File: src/design/cdoc_pkg.sv
`timescale 1ns / 1ps
// ----------------------------------------------------------------------------
// cdoc_pkg: shared types and constants of the calendar date converter
// Holds operation codes, sequencer states, unit control and the month table.
// ----------------------------------------------------------------------------
package cdoc_pkg;

	localparam logic OP_TO_ORDINAL = 1'b0;
	localparam logic OP_TO_DATE    = 1'b1;

	localparam int OUT_TDATA_W = 24;

	typedef enum logic [1:0] {
		ST_IDLE,
		ST_RESIDUE,
		ST_WALK,
		ST_DONE
	} state_t;

	typedef struct packed {
		logic load;
		logic step;
	} unit_ctl_t;

	// Length of month m in a common (leap = 0) or leap (leap = 1) year.
	function automatic logic [4:0] month_days(input logic leap, input logic [3:0] m);
		logic [4:0] d;
		begin
			case (m) inside
				4'd1, 4'd3, 4'd5, 4'd7, 4'd8, 4'd10, 4'd12: d = 5'd31;
				4'd4, 4'd6, 4'd9, 4'd11: d = 5'd30;
				4'd2: d = leap ? 5'd29 : 5'd28;
				default: d = 5'd0;
			endcase
			return d;
		end
	endfunction

endpackage

File: src/design/cdoc_mod25.sv
`timescale 1ns / 1ps
// ----------------------------------------------------------------------------
// cdoc_mod25: divisibility of the year by 25
// Multiplies the year by the inverse of 25 modulo 2^YEAR_BITS and compares the
// product with a bound; a step after the load registers the product and raises done.
// ----------------------------------------------------------------------------
module cdoc_mod25
	import cdoc_pkg::*;
#(
	parameter int YEAR_BITS = 16
) (
	input  logic                 clk,
	input  logic                 arst_n,
	input  unit_ctl_t            ctl,
	input  logic [YEAR_BITS-1:0] year,
	output logic                 done,
	output logic                 div25
);

	// Multiplying by the inverse of 25 modulo 2^YEAR_BITS is a one-to-one map that
	// sends the multiples of 25 onto 0 .. (2^YEAR_BITS - 1) / 25 and every other
	// year above that bound.
	localparam logic [31:0]          INV25_W32 = 32'hC28F5C29;
	localparam logic [YEAR_BITS-1:0] INV25     = INV25_W32[YEAR_BITS-1:0];
	localparam logic [YEAR_BITS-1:0] MULT_MAX  =
		YEAR_BITS'(((64'd1 << YEAR_BITS) - 64'd1) / 64'd25);

	logic [YEAR_BITS-1:0] year_q;
	logic [YEAR_BITS-1:0] prod;
	logic [YEAR_BITS-1:0] prod_q;
	logic                 done_q;

	assign prod  = year_q * INV25;
	assign done  = done_q;
	assign div25 = (prod_q <= MULT_MAX);

	always_ff @(posedge clk or negedge arst_n) begin
		if (!arst_n) begin
			done_q <= 1'b0;
		end else if (ctl.load) begin
			done_q <= 1'b0;
		end else if (ctl.step) begin
			done_q <= 1'b1;
		end
	end

	always_ff @(posedge clk) begin
		if (ctl.load) begin
			year_q <= year;
		end else if (ctl.step && !done_q) begin
			prod_q <= prod;
		end
	end

endmodule

File: src/design/cdoc_walk.sv
`timescale 1ns / 1ps
// ----------------------------------------------------------------------------
// cdoc_walk: month walker with one shared add/subtract unit
// Adds month lengths up to a date, or subtracts them down from a day of year.
// ----------------------------------------------------------------------------
module cdoc_walk
	import cdoc_pkg::*;
(
	input  logic       clk,
	input  logic       arst_n,
	input  unit_ctl_t  ctl,
	input  logic       op,
	input  logic [3:0] month_tgt,
	input  logic [8:0] init,
	input  logic       leap,
	output logic [8:0] acc,
	output logic [3:0] month,
	output logic       done
);

	logic       op_q;
	logic [3:0] tgt_q;
	logic [8:0] acc_q;
	logic [3:0] mon_q;
	logic [8:0] len;

	assign len = {4'd0, month_days(leap, mon_q)};

	always_comb begin
		if (op_q == OP_TO_ORDINAL) begin
			done = (mon_q >= tgt_q);
		end else begin
			done = (mon_q == 4'd12) || (acc_q <= len);
		end
	end

	assign acc   = acc_q;
	assign month = mon_q;

	always_ff @(posedge clk or negedge arst_n) begin
		if (!arst_n) begin
			op_q <= OP_TO_ORDINAL;
		end else if (ctl.load) begin
			op_q <= op;
		end
	end

	always_ff @(posedge clk) begin
		if (ctl.load) begin
			tgt_q <= month_tgt;
			acc_q <= init;
			mon_q <= 4'd1;
		end else if (ctl.step && !done) begin
			acc_q <= (op_q == OP_TO_ORDINAL) ? acc_q + len : acc_q - len;
			mon_q <= mon_q + 4'd1;
		end
	end

endmodule

File: src/design/calendar_date_ordinal_convert.sv
`timescale 1ns / 1ps
// ----------------------------------------------------------------------------
// calendar_date_ordinal_convert: Gregorian date to day-of-year and back
// Sequencer around a mod-25 divisibility unit and a month-walking adder.
// ----------------------------------------------------------------------------
// One transaction runs from acceptance through the residue and, if valid, the
// month walk to the result register; a new one is accepted only after the last
// one has been written there, which may wait for the output register to empty. The
// leap-year test needs divisibility by 25, which one multiply by the inverse of
// 25 settles, and the conversion then steps through up to eleven month lengths
// on a single adder, one month per cycle. The input is ready only
// while the sequencer is idle; a finished result sits in the output register
// until it is taken, and the next transaction may be accepted meanwhile. An
// invalid date gives a result with valid_res low and every other field zero.
// ----------------------------------------------------------------------------
module calendar_date_ordinal_convert
	import cdoc_pkg::*;
#(
	parameter  int YEAR_BITS  = 16,
	localparam int IN_TDATA_W = ((YEAR_BITS + 18 + 7) / 8) * 8
) (
	input  logic                   clk,
	input  logic                   arst_n,
	input  logic                   s_tvalid,
	output logic                   s_tready,
	// year_in, month_in[3:0], day_in[4:0], ordinal_in[8:0], zero padding
	input  logic [IN_TDATA_W-1:0]  s_tdata,
	// operation
	input  logic                   s_tuser,
	output logic                   m_tvalid,
	input  logic                   m_tready,
	// leap_year, ordinal_out[8:0], month_out[3:0], day_out[4:0], zero padding
	output logic [OUT_TDATA_W-1:0] m_tdata,
	// valid_res
	output logic                   m_tuser
);

	state_t state_q, state_d;

	unit_ctl_t res_ctl, walk_ctl;
	logic      res_done, div25;
	logic      walk_done;
	logic [8:0] walk_acc;
	logic [3:0] walk_month;

	logic       op_q;
	logic [3:0] month_q;
	logic [4:0] day_q;
	logic [8:0] ord_q;
	logic       yzero_q;
	logic [3:0] ylow_q;
	logic       leap_q;
	logic       ok_q;

	logic       leap_now;
	logic       ok_now;
	logic       accept;
	logic       out_free;

	logic       m_tvalid_q;
	logic       valid_q;
	logic       leap_out_q;
	logic [8:0] ord_out_q;
	logic [3:0] mon_out_q;
	logic [4:0] day_out_q;

	assign accept   = s_tvalid && s_tready;
	assign out_free = !m_tvalid_q || m_tready;

	// Leap when divisible by 4 and either not by 25 (hence not by 100) or by 16
	// (together with 25 this is divisibility by 400).
	assign leap_now = (ylow_q[1:0] == 2'd0) && (!div25 || (ylow_q == 4'd0));

	always_comb begin
		ok_now = 1'b0;
		if (!yzero_q) begin
			if (op_q == OP_TO_ORDINAL) begin
				ok_now = (month_q >= 4'd1) && (month_q <= 4'd12) && (day_q != 5'd0)
					&& (day_q <= month_days(leap_now, month_q));
			end else begin
				ok_now = (ord_q != 9'd0) && (ord_q <= (9'd365 + {8'd0, leap_now}));
			end
		end
	end

	cdoc_mod25 #(
		.YEAR_BITS(YEAR_BITS)
	) u_mod25 (
		.clk    (clk),
		.arst_n (arst_n),
		.ctl    (res_ctl),
		.year   (s_tdata[YEAR_BITS-1:0]),
		.done   (res_done),
		.div25  (div25)
	);

	cdoc_walk u_walk (
		.clk       (clk),
		.arst_n    (arst_n),
		.ctl       (walk_ctl),
		.op        (op_q),
		.month_tgt (month_q),
		.init      ((op_q == OP_TO_ORDINAL) ? {4'd0, day_q} : ord_q),
		.leap      (leap_q),
		.acc       (walk_acc),
		.month     (walk_month),
		.done      (walk_done)
	);

	always_ff @(posedge clk or negedge arst_n) begin
		if (!arst_n) begin
			state_q <= ST_IDLE;
		end else begin
			state_q <= state_d;
		end
	end

	always_comb begin
		state_d       = state_q;
		s_tready      = 1'b0;
		res_ctl.load  = 1'b0;
		res_ctl.step  = 1'b0;
		walk_ctl.load = 1'b0;
		walk_ctl.step = 1'b0;
		unique case (state_q)
			ST_IDLE: begin
				s_tready     = 1'b1;
				res_ctl.load = s_tvalid;
				if (s_tvalid) begin
					state_d = ST_RESIDUE;
				end
			end
			ST_RESIDUE: begin
				res_ctl.step = 1'b1;
				if (res_done) begin
					walk_ctl.load = 1'b1;
					state_d       = ok_now ? ST_WALK : ST_DONE;
				end
			end
			ST_WALK: begin
				walk_ctl.step = 1'b1;
				if (walk_done) begin
					state_d = ST_DONE;
				end
			end
			ST_DONE: begin
				if (out_free) begin
					state_d = ST_IDLE;
				end
			end
			default: begin
				state_d = ST_IDLE;
			end
		endcase
	end

	always_ff @(posedge clk) begin
		if (accept) begin
			op_q    <= s_tuser;
			month_q <= s_tdata[YEAR_BITS +: 4];
			day_q   <= s_tdata[YEAR_BITS + 4 +: 5];
			ord_q   <= s_tdata[YEAR_BITS + 9 +: 9];
			yzero_q <= (s_tdata[YEAR_BITS-1:0] == '0);
			ylow_q  <= s_tdata[3:0];
		end
		if (state_q == ST_RESIDUE && res_done) begin
			leap_q <= leap_now;
			ok_q   <= ok_now;
		end
	end

	always_ff @(posedge clk or negedge arst_n) begin
		if (!arst_n) begin
			m_tvalid_q <= 1'b0;
		end else if (state_q == ST_DONE && out_free) begin
			m_tvalid_q <= 1'b1;
		end else if (m_tready) begin
			m_tvalid_q <= 1'b0;
		end
	end

	always_ff @(posedge clk) begin
		if (state_q == ST_DONE && out_free) begin
			valid_q    <= ok_q;
			leap_out_q <= ok_q && leap_q;
			ord_out_q  <= (ok_q && op_q == OP_TO_ORDINAL) ? walk_acc : 9'd0;
			mon_out_q  <= (ok_q && op_q == OP_TO_DATE) ? walk_month : 4'd0;
			day_out_q  <= (ok_q && op_q == OP_TO_DATE) ? walk_acc[4:0] : 5'd0;
		end
	end

	assign m_tvalid = m_tvalid_q;
	assign m_tuser  = valid_q;
	assign m_tdata  = {5'd0, day_out_q, mon_out_q, ord_out_q, leap_out_q};

endmodule

File: config.mk
export PLATFORM = sky130hd
export DESIGN_NAME = calendar_date_ordinal_convert
export DESIGN_NICKNAME = d
export VERILOG_FILES = /design/src/design/cdoc_pkg.sv /design/src/design/cdoc_mod25.sv /design/src/design/cdoc_walk.sv /design/src/design/calendar_date_ordinal_convert.sv
export SDC_FILE = /design/constraint.sdc
export NUM_CORES = 1
export LEC_CHECK = 0
export ABC_AREA = 1
export BUFFER_PORTS_ARGS = -buffer_cell sky130_fd_sc_hd__buf_4
export CORE_ASPECT_RATIO = 0.9
export CORE_UTILIZATION = 51
export CTS_BUF_LIST = sky130_fd_sc_hd__clkbuf_8
export CTS_CLUSTER_SIZE = 25
export DETAILED_ROUTE_END_ITERATION = 8
export GPL_TIMING_DRIVEN = 0
export PLACE_DENSITY = 0.69
export SLEW_MARGIN = 0
export SYNTH_ARGS = -nofsm -noshare
export SYNTH_HDL_FRONTEND = slang
export SYNTH_HIERARCHICAL = 1
export SYNTH_SLANG_ARGS = --single-unit
File: constraint.sdc
create_clock -name clk -period 6.1 [get_ports clk]
set_clock_uncertainty 0.15 [all_clocks]
set_input_delay 1.22 -clock clk [delete_from_list [all_inputs] [get_ports clk]]
set_output_delay 1.22 -clock clk [all_outputs]
set_load 0.01 [all_outputs]
* Word-level counts from Yosys, hierarchy flattened *
Index checks and enable logic that the tools add are counted.

word-level totals
  flip-flop bits (word level) = 100
  input bits = 45
  output and inout bits = 27
  logic and storage cells = 135

operators by class
  add/sub/neg operators = 4
  multipliers = 1
  $lt $le $gt $ge = 7
  equality and inequality tests = 31
  multiplexer cells = 33
  bitwise gates (word level) = 2
  reductions and logical operators = 35

operators with widths
  cell                      number
  $eq A4 B4 Y1 const B      10
  $mux W5                   8
  $mux W9                   4
  $eq A4 B3 Y1 const B      8
  $eq A4 B2 Y1 const B      4
  $le A16 B12 Y1 const B    1
  $logic_not A16 Y1         1
  $mul A16 B15 Y16 const B  1
  $mux W1                   16
  $reduce_or A7 Y1          2
  $logic_and A1 B1 Y1       13
  $add A9 B1 Y9 const A     1
  $add A9 B5 Y9             1
  $le A9 B5 Y1              1
  $le A9 B9 Y1              1
  $reduce_bool A9 Y1        1
  $sub A9 B5 Y9             1
  $eq A4 B1 Y1 const B      2
  $mux W2                   4
  $pmux W2 S4               1
  $reduce_or A4 Y1          2
  $reduce_bool A2 Y1        3
  $le A5 B5 Y1              1
  $reduce_bool A5 Y1        1
  15 further kinds          25

* Depth between registers and ports, before layout *
Gate-level depths: netlist of the first run.

  depth in word-level cells = 17
  gate-level depth with buffers = 24
  mapped depth without buffers = 23

* Hierarchy *
Netlist of the first run, hierarchy kept.

by module, submodules not included
  module                         instances  cells an instance  area each (um^2)  sequential area each (um^2)
  cdoc_mod25                     1          259                2756.4            955.9
  calendar_date_ordinal_convert  1          230                2322.2            1456.4
  cdoc_walk                      1          226                1644.1            495.5

* Least setup slack after synthesis of the first run *
No wires, ideal clock.

  path type = register -> register
  from = reg u_mod25.year_q[0]
  to = reg u_mod25.prod_q[15] (data pin)
  library setup time = 0.252 ns
  arrival time = 3.781 ns
  required time = 5.698 ns
  setup slack = 1.917 ns
  cell stages (with the launch flop) = 15
  buffers on the path = 0
  period minus slack after synthesis = 4.183 ns
  cells stage by stage = edfxtp_1 ha_1 ha_1 inv_1 fa_1 fa_1 fa_1 inv_1 ha_1 ha_1 inv_1 nor4_1 a21oi_1 nand3_1 nand2_1

between the ends
  word-level cells in the longest chain between the ends = 1

ends and longest elaborated chain
  what                        line              source
  from (decl)                 cdoc_mod25.sv:28  logic [YEAR_BITS-1:0] year_q;
  from (signal assigned)      cdoc_mod25.sv:49  year_q <= year;
  $mul A16 B15 Y16            cdoc_mod25.sv:33  assign prod = year_q * INV25;
  named net u_mod25.prod[15]  cdoc_mod25.sv:29  logic [YEAR_BITS-1:0] prod;
  to (signal assigned)        cdoc_mod25.sv:51  prod_q <= prod;
  to (decl)                   cdoc_mod25.sv:30  logic [YEAR_BITS-1:0] prod_q;

The timed path passes the listed nets, and every way through them passes these cells.
A chain may end at the register's enable or synchronous reset.

* Final worst setup path of the first run *
Same ends and word-level chain as after synthesis.

==> results of run 1 <==
synthesized netlist by cell type (all sizes together) (2+ instances only):
library cell / n
o31ai: 2
nand3: 39
or2: 3
nand4: 6
ha: 88
xor2: 12
dfxtp: 4
buf: 12
xnor2: 5
nor3: 5
nor4: 7
nor2: 57
o21ai: 23
edfxtp: 90
inv: 151
dfrtp: 5
a21oi: 26
fa: 20
nand2: 151
layer usage:
layer  share of wire, %  track usage, %  up-vias  wire length, µm
li1                   -               -     2445                -
met1                 48            26.7     2121             5820
met2                 46            30.6      108             5510
met3                4.7            4.73        9              559
met4               0.98            4.58        0              118
met5                  0               0        -                0
through the flow:
stage / instance area (µm²) / total power, mW / setup WS, ps / util, %
6_report: 7610 / 4.28 / 1470 / 59.5
5_1_grt: 7610 / 4.79 / 1320 / 59.5
4_1_cts: 7610 / 4.33 / 1520 / 59.5
3_5_place_dp: 7430 / 3.89 / 1570 / 58.1
3_3_place_gp: 7390 / 3.79 / 1580 / 57.8
2_1_floorplan: 6740 / 3.23 / 1920 / -
how the worst max path moves through the flow:
stage                                 from                      endpoint  slack (ps)  cells past startpoint
2_1_floorplan  u_mod25/year_q[0]$_DFFE_PP_  u_mod25/prod_q[15]$_DFFE_PP_        1920                     14
3_3_place_gp   u_mod25/year_q[0]$_DFFE_PP_  u_mod25/prod_q[15]$_DFFE_PP_        1580                     14
3_5_place_dp   u_mod25/year_q[0]$_DFFE_PP_  u_mod25/prod_q[15]$_DFFE_PP_        1570                     14
4_1_cts        u_mod25/year_q[0]$_DFFE_PP_  u_mod25/prod_q[15]$_DFFE_PP_        1520                     14
5_1_grt        u_mod25/year_q[0]$_DFFE_PP_  u_mod25/prod_q[15]$_DFFE_PP_        1320                     14
6_report       u_mod25/year_q[0]$_DFFE_PP_  u_mod25/prod_q[15]$_DFFE_PP_        1470                     14
power by group through the flow:
| stage | registers [mW] | clock network, mW | logic (mW) |
|---|---|---|---|
| final | 1.23 | 0.390 | 2.67 |
| after global routing | 1.25 | 0.430 | 3.10 |
| after global placement | 1.24 | 0 | 2.55 |
| after floorplan | 1.23 | 0 | 2.00 |
| after CTS | 1.23 | 0.406 | 2.69 |
| after detailed placement | 1.25 | 0 | 2.65 |
critical path, delay by kind of cell (launching register included):
kind,cells,cell delay [ps]
AND/OR/NAND/NOR,3,470
buffers and inverters,3,160
AO/OA/AOI/OAI,1,160
flip-flops,1,520
adder cells (fa/ha/maj),7,2930
area by class of cell:
type	count	area share [%]
repair buffers	62	6.26
clock inverters	7	0.773
multi-input cells	455	41.9
inverters	152	7.50
plain buffers	13	1.02
well taps	164	2.70
flip-flops and latches	99	38.2
clock buffers	9	1.63
flip-flops by register name (all words and copies together), names as in the netlist, 2 cells and up:
name            count
u_walk/acc          9
u_mod25/year_q     16
day_out_q           5
u_mod25/prod_q     15
day_q               5
ord_q               9
state_q             2
u_walk/month        4
ord_out_q           9
month_q             4
mon_out_q           4
ylow_q              4
u_walk/tgt_q        4
cell families after synthesis:
logic type      share of synthesized area (%)
fa+ha+maj                                22.3
simple gates                             17.5
compound gates                           4.90
other cells                            0.0558
flops                                    43.3
xor+xnor                                 2.33
buf+inv                                  9.64
==> flow_metrics.env, run 1 <==
export IMPL_crit_required_ps=6090
export IMPL_power_leakage_nw=3.72
export IMPL_worst_ep_arrival_time_ps=4620
export IMPL_cts_reportedPaths_clkPinSlew_ps=100
export IMPL_globalRoute_totalOverflow=0
export IMPL_post_route_min_period_ps=4630
export IMPL_portion_of_total_power_attributed_to_sequential_cells_pct=28.7
export IMPL_fp_dieArea_um2=13600
export IMPL_postCtsResizedCells=0
export IMPL_synth_enable_flop_cells=90
export IMPL_post_cts_setup_buffers=0
export IMPL_drt_wl_total_mm=12.0
export IMPL_place_gp_congestion=0.895
export IMPL_vias=4683
export IMPL_count_of_non_filler_cells_in_the_finished_layout=961
export IMPL_synth_seq_area_share_pct=43.3
export IMPL_yosys_top_cells_area="sky130_fd_sc_hd__edfxtp_1, sky130_fd_sc_hd__ha_1, sky130_fd_sc_hd__nand2_1"
export IMPL_multiInputGateArea_um2=3190
export IMPL_worst_setup_path_start_kind="register"
export IMPL_power_frac_comb_pct=62.2
export IMPL_dieWidth_um=123
export IMPL_syn_area_um2=6720
export IMPL_via_per_inst=4.87
export IMPL_synth_top_cell_area_share_pct=40.2
export IMPL_timing_final_setup_violations=0
export IMPL_post_route_cells_drive_above_1_share_pct=16.9
export IMPL_drtPass1Iterations=4
export IMPL_max_cap_violations=0
export IMPL_share_clk_of_total_power_pct=9.1
export IMPL_dr_first_iter_drc_count=180
export IMPL_h_tree_depth=3
export IMPL_powerDensity_nw_per_um2=563
export IMPL_timing_critical_path_slowest_cell_delay_ps=550
export IMPL_worst_hold_startpoint="month_q[1]$_DFFE_PP_"
export IMPL_largest_net_degree_at_the_start_of_global_routing=43
export IMPL_ys_seq_elements=99
export IMPL_timing_final_max_slew_violations=0
export IMPL_numCtsBuffers=9
export IMPL_std_cell_rows=39
export IMPL_r2r_end="u_mod25/prod_q[15]$_DFFE_PP_"
export IMPL_synth_area_per_cell_um2=9.40
export IMPL_layout_worst_path_cycle_share_pct=75.9
export IMPL_mostFrequentLayoutCells="sky130_fd_sc_hd__nand2_1, sky130_fd_sc_hd__inv_1, sky130_fd_sc_hd__edfxtp_1, sky130_fd_sc_hd__ha_1, sky130_fd_sc_hd__buf_4"
export IMPL_detail_route_antenna_nets=0
export IMPL_crit_type="reg -> reg"
export IMPL_hold_path_cell_count=0
export IMPL_worst_hold_path_endpoint="u_walk/tgt_q[1]$_DFFE_PP_"
export IMPL_nets=945
export IMPL_routed_wire_length_per_instance_um=12.5
export IMPL_max_slew_worst_pin_slew_ps=803
export IMPL_postSynthCellCount=715
export IMPL_cts_sinks=99
export IMPL_die_h_um=111
export IMPL_timing_reg2reg_setup_slack_ps=1470
export IMPL_layout_commonest_cell="sky130_fd_sc_hd__nand2_1"
export IMPL_grt_pass1_vias=4558
export IMPL_path_max_fanout=5
export IMPL_core_area_um2=12800
export IMPL_floorplan_initialDensity_pct=52.6
export IMPL_run_status="complete, no violations"
export IMPL_hold_path_class="reg -> reg"
export IMPL_setup_repair_after_global_routing_missed_its_margin="false"
export IMPL_synth_main_ff_cell="sky130_fd_sc_hd__edfxtp_1"
export IMPL_ctsRootBufferMaster="sky130_fd_sc_hd__clkbuf_8"
export IMPL_worst_slew_margin_rel_pct=46.4
export IMPL_asyncSetResetFlopFracSynth_pct=5.05
export IMPL_crit_slowest_cell="sky130_fd_sc_hd__fa_1"
export IMPL_max_clock_freq_ghz=0.216
export IMPL_critical_path_reg2reg_startpoint="u_mod25/year_q[0]$_DFFE_PP_"
export IMPL_global_route_usage_total_pct=19.3
export IMPL_crit_chain="ha_1 > ha_1 > inv_1 > fa_1 > fa_1 > fa_1 > inv_1 > ha_1 > ha_1 > inv_1 > nor4_1 > a21oi_1 > nand3_1 > nand2_1"
export IMPL_p_int_mw=2.28
export IMPL_holdBufCountCts=0
export IMPL_reg2reg_path_depth=14
export IMPL_synth_warnings=6
export IMPL_synth_area_leader_cell="sky130_fd_sc_hd__edfxtp_1"
export IMPL_top_level_ports=72
export IMPL_critPathCaptureType="register"
export IMPL_ff_latch_area_um2=2910
export IMPL_synth_lib_cells_used_distinct=43
export IMPL_clock_latency_on_the_worst_skew_pair_ps=380
export IMPL_swShare_pct=46.8
export IMPL_portBuffers=60
export IMPL_timing_critical_path_mode_cell="sky130_fd_sc_hd__ha_1"
export IMPL_flow_area_growth_from_synthesis_pct=13.2
export IMPL_placedCellCount=945
export IMPL_peak_supply_drop_mv=0.287
export IMPL_tns_ps=0
export IMPL_fin_worst_hold_slack_ps=365
export IMPL_dpl_hpwl_mm=9.94
export IMPL_filler_cell_count=1124
export IMPL_post_route_drc_count=0
export IMPL_cts_buffer_depth=2
export IMPL_tritoncts="yes"
export IMPL_initial_antenna_violation_count=0
export IMPL_net_switching_power_mw=2.01
export IMPL_finalHoldViolations=0
export IMPL_grt_first_pass_wirelength_mm=20.4
export IMPL_antenna_diode_count=0
Note: power is estimated with default switching activity, not from simulation.
==> run 2, diff against run 1 <==
--- a/config.mk
+++ b/config.mk
@@ -13,7 +13,7 @@
 export CTS_CLUSTER_SIZE = 25
 export DETAILED_ROUTE_END_ITERATION = 8
 export GPL_TIMING_DRIVEN = 0
-export PLACE_DENSITY = 0.69
+export PLACE_DENSITY = 0.72
 export SLEW_MARGIN = 0
 export SYNTH_ARGS = -nofsm -noshare
 export SYNTH_HDL_FRONTEND = slang
==> constraint.sdc (replaced) <==
create_clock -name clk -period 4.1 [get_ports clk]
set_clock_uncertainty 0.15 [all_clocks]
set_input_delay 0.82 -clock clk [delete_from_list [all_inputs] [get_ports clk]]
set_output_delay 0.82 -clock clk [all_outputs]
set_load 0.01 [all_outputs]
==> flow_metrics.env, run 2 (synthesis results as in run 1) <==
export IMPL_top_regs="u_mod25/year_q (16), u_mod25/prod_q (15)"
export IMPL_postLayoutSetupSlackWorst_ps=-93.5
export IMPL_drt_wl_total_mm=13.0
export IMPL_timing_final_max_slew_violations=0
export IMPL_tritoncts="yes"
export IMPL_std_cell_rows=39
export IMPL_fin_util_pct=62.9
export IMPL_crit_type="reg -> reg"
export IMPL_cts_buffer_depth=2
export IMPL_timing_final_setup_violations=2
export IMPL_cts_sinks=99
export IMPL_post_route_cells_drive_above_1_share_pct=22.4
export IMPL_largest_register="u_mod25/year_q"
export IMPL_hold_path_class="in -> async"
export IMPL_fp_dieArea_um2=13600
export IMPL_dieWidth_um=123
export IMPL_grt_pass1_vias=4765
export IMPL_largest_net_degree_at_the_start_of_global_routing=27
export IMPL_detailed_place_area_um2=7490
export IMPL_crit_required_ps=4080
export IMPL_antenna_diode_count=0
export IMPL_worst_ep_arrival_time_ps=4180
export IMPL_run_status="finished with violations"
export IMPL_routed_wire_length_per_instance_um=13.3
export IMPL_reg2reg_path_depth=16
export IMPL_mostFrequentLayoutCells="sky130_fd_sc_hd__nand2_1, sky130_fd_sc_hd__inv_1, sky130_fd_sc_hd__edfxtp_1, sky130_fd_sc_hd__buf_4, sky130_fd_sc_hd__ha_1"
export IMPL_portBuffers=60
export IMPL_flow_area_growth_from_synthesis_pct=19.6
export IMPL_detail_route_antenna_nets=0
export IMPL_top_level_ports=72
export IMPL_post_route_drc_count=0
export IMPL_layout_commonest_cell="sky130_fd_sc_hd__nand2_1"
export IMPL_setup_repair_after_global_routing_missed_its_margin="true"
export IMPL_r2r_end="u_mod25/prod_q[15]$_DFFE_PP_"
export IMPL_count_of_non_filler_cells_in_the_finished_layout=976
export IMPL_dpl_hpwl_mm=10.0
export IMPL_numCtsBuffers=9
export IMPL_globalRoute_totalOverflow=0
export IMPL_placedCellCount=946
export IMPL_path_max_fanout=5
export IMPL_via_per_inst=4.95
export IMPL_drtPass1Iterations=4
export IMPL_die_h_um=111
export IMPL_timing_reg2reg_setup_slack_ps=-90
export IMPL_core_area_um2=12800
export IMPL_critical_path_reg2reg_startpoint="u_mod25/year_q[8]$_DFFE_PP_"
export IMPL_holdBufCountCts=0
export IMPL_stdcell_area_um2=8040
export IMPL_h_tree_depth=3
export IMPL_max_clock_freq_ghz=0.238
export IMPL_layout_worst_path_cycle_share_pct=102
export IMPL_dr_first_iter_drc_count=243
export IMPL_global_route_usage_total_pct=20.5
export IMPL_initial_antenna_violation_count=0
export IMPL_nets=960
export IMPL_worst_slew_margin_rel_pct=55.1
export IMPL_ctsRootBufferMaster="sky130_fd_sc_hd__clkbuf_8"
export IMPL_place_gp_congestion=0.881
export IMPL_cts_reportedPaths_clkPinSlew_ps=100
export IMPL_finalHoldViolations=0
export IMPL_vias=4827
export IMPL_floorplan_initialDensity_pct=52.6
export IMPL_tns_ps=-135
export IMPL_clock_latency_on_the_worst_skew_pair_ps=370
export IMPL_max_slew_worst_pin_slew_ps=673
export IMPL_largest_register_ff_count=16
export IMPL_post_route_min_period_ps=4190
export IMPL_critPathCaptureType="register"
export IMPL_grt_first_pass_wirelength_mm=21.6
export IMPL_max_cap_violations=0
export IMPL_worst_setup_path_start_kind="register"
export IMPL_violations="negative setup slack"
-- run 2: worst max-delay path: stages, from the launching register on --
cell                       delay, ps
sky130_fd_sc_hd__edfxtp_1        470
sky130_fd_sc_hd__ha_1            320
sky130_fd_sc_hd__inv_1            50
sky130_fd_sc_hd__fa_1            490
sky130_fd_sc_hd__inv_2            50
sky130_fd_sc_hd__ha_4            260
sky130_fd_sc_hd__inv_2            30
sky130_fd_sc_hd__fa_1            480
sky130_fd_sc_hd__fa_1            550
sky130_fd_sc_hd__inv_2            50
sky130_fd_sc_hd__ha_4            210
sky130_fd_sc_hd__ha_4            300
sky130_fd_sc_hd__inv_8            50
sky130_fd_sc_hd__nor4_4          260
sky130_fd_sc_hd__a21oi_2         110
sky130_fd_sc_hd__nand3_1          80
sky130_fd_sc_hd__nand2_1          50
-- run 2: worst max-delay path by stage --
stage | startpoint | endpoint | slack (ps)
3_3_place_gp | u_mod25/year_q[2]$_DFFE_PP_ | u_mod25/prod_q[15]$_DFFE_PP_ | -260
2_1_floorplan | u_mod25/year_q[2]$_DFFE_PP_ | u_mod25/prod_q[15]$_DFFE_PP_ | 4
6_report | u_mod25/year_q[8]$_DFFE_PP_ | u_mod25/prod_q[15]$_DFFE_PP_ | -90
4_1_cts | u_mod25/year_q[8]$_DFFE_PP_ | u_mod25/prod_q[15]$_DFFE_PP_ | -20
5_1_grt | u_mod25/year_q[8]$_DFFE_PP_ | u_mod25/prod_q[15]$_DFFE_PP_ | -210
3_5_place_dp | u_mod25/year_q[0]$_DFFE_PP_ | u_mod25/prod_q[15]$_DFFE_PP_ | -350
-- run 2: final cells by class --
class                           count  area (µm²)
Fill cell                        1035        4750
Multi-Input combinational cell    455        3460
Sequential cell                    99        2910
Timing Repair Buffer               77         621
Inverter                          152         578
Tap cell                          164         205
Clock buffer                       10         138
Buffer                             13        77.6
Clock inverter                      6        48.8
-- run 2: stage by stage --
step	worst slack [ps]	hold WS [ps]
after CTS	-20.1	63.2
after global routing	-207	59.9
after detailed placement	-353	345
after global placement	-255	338
final	-93.5	87.2
after floorplan	4.01	299
-- run 2: layer usage --
layer | share of wire (%) | wire length [µm] | global-route usage (%)
met5 | 0 | 0 | 0
met4 | 0.56 | 72 | 4.74
met3 | 3.6 | 469 | 4.17
met2 | 47 | 6130 | 32.6
met1 | 49 | 6290 | 28.6
-- run 2: what timing repair did --
| item | in CTS | in global routing |
|---|---|---|
| gates resized for setup | 24 | 18 |
| endpoints found under the setup margin | 2 | 14 |
| pin swaps | 19 | 17 |
| endpoints found under the hold margin | 0 | 0 |
| buffers inserted | 12 | 2 |
Power of run 2 is left out: the tool's default activity adds up to more than one toggle a clock period on the data nets, which glitch-free logic cannot reach.
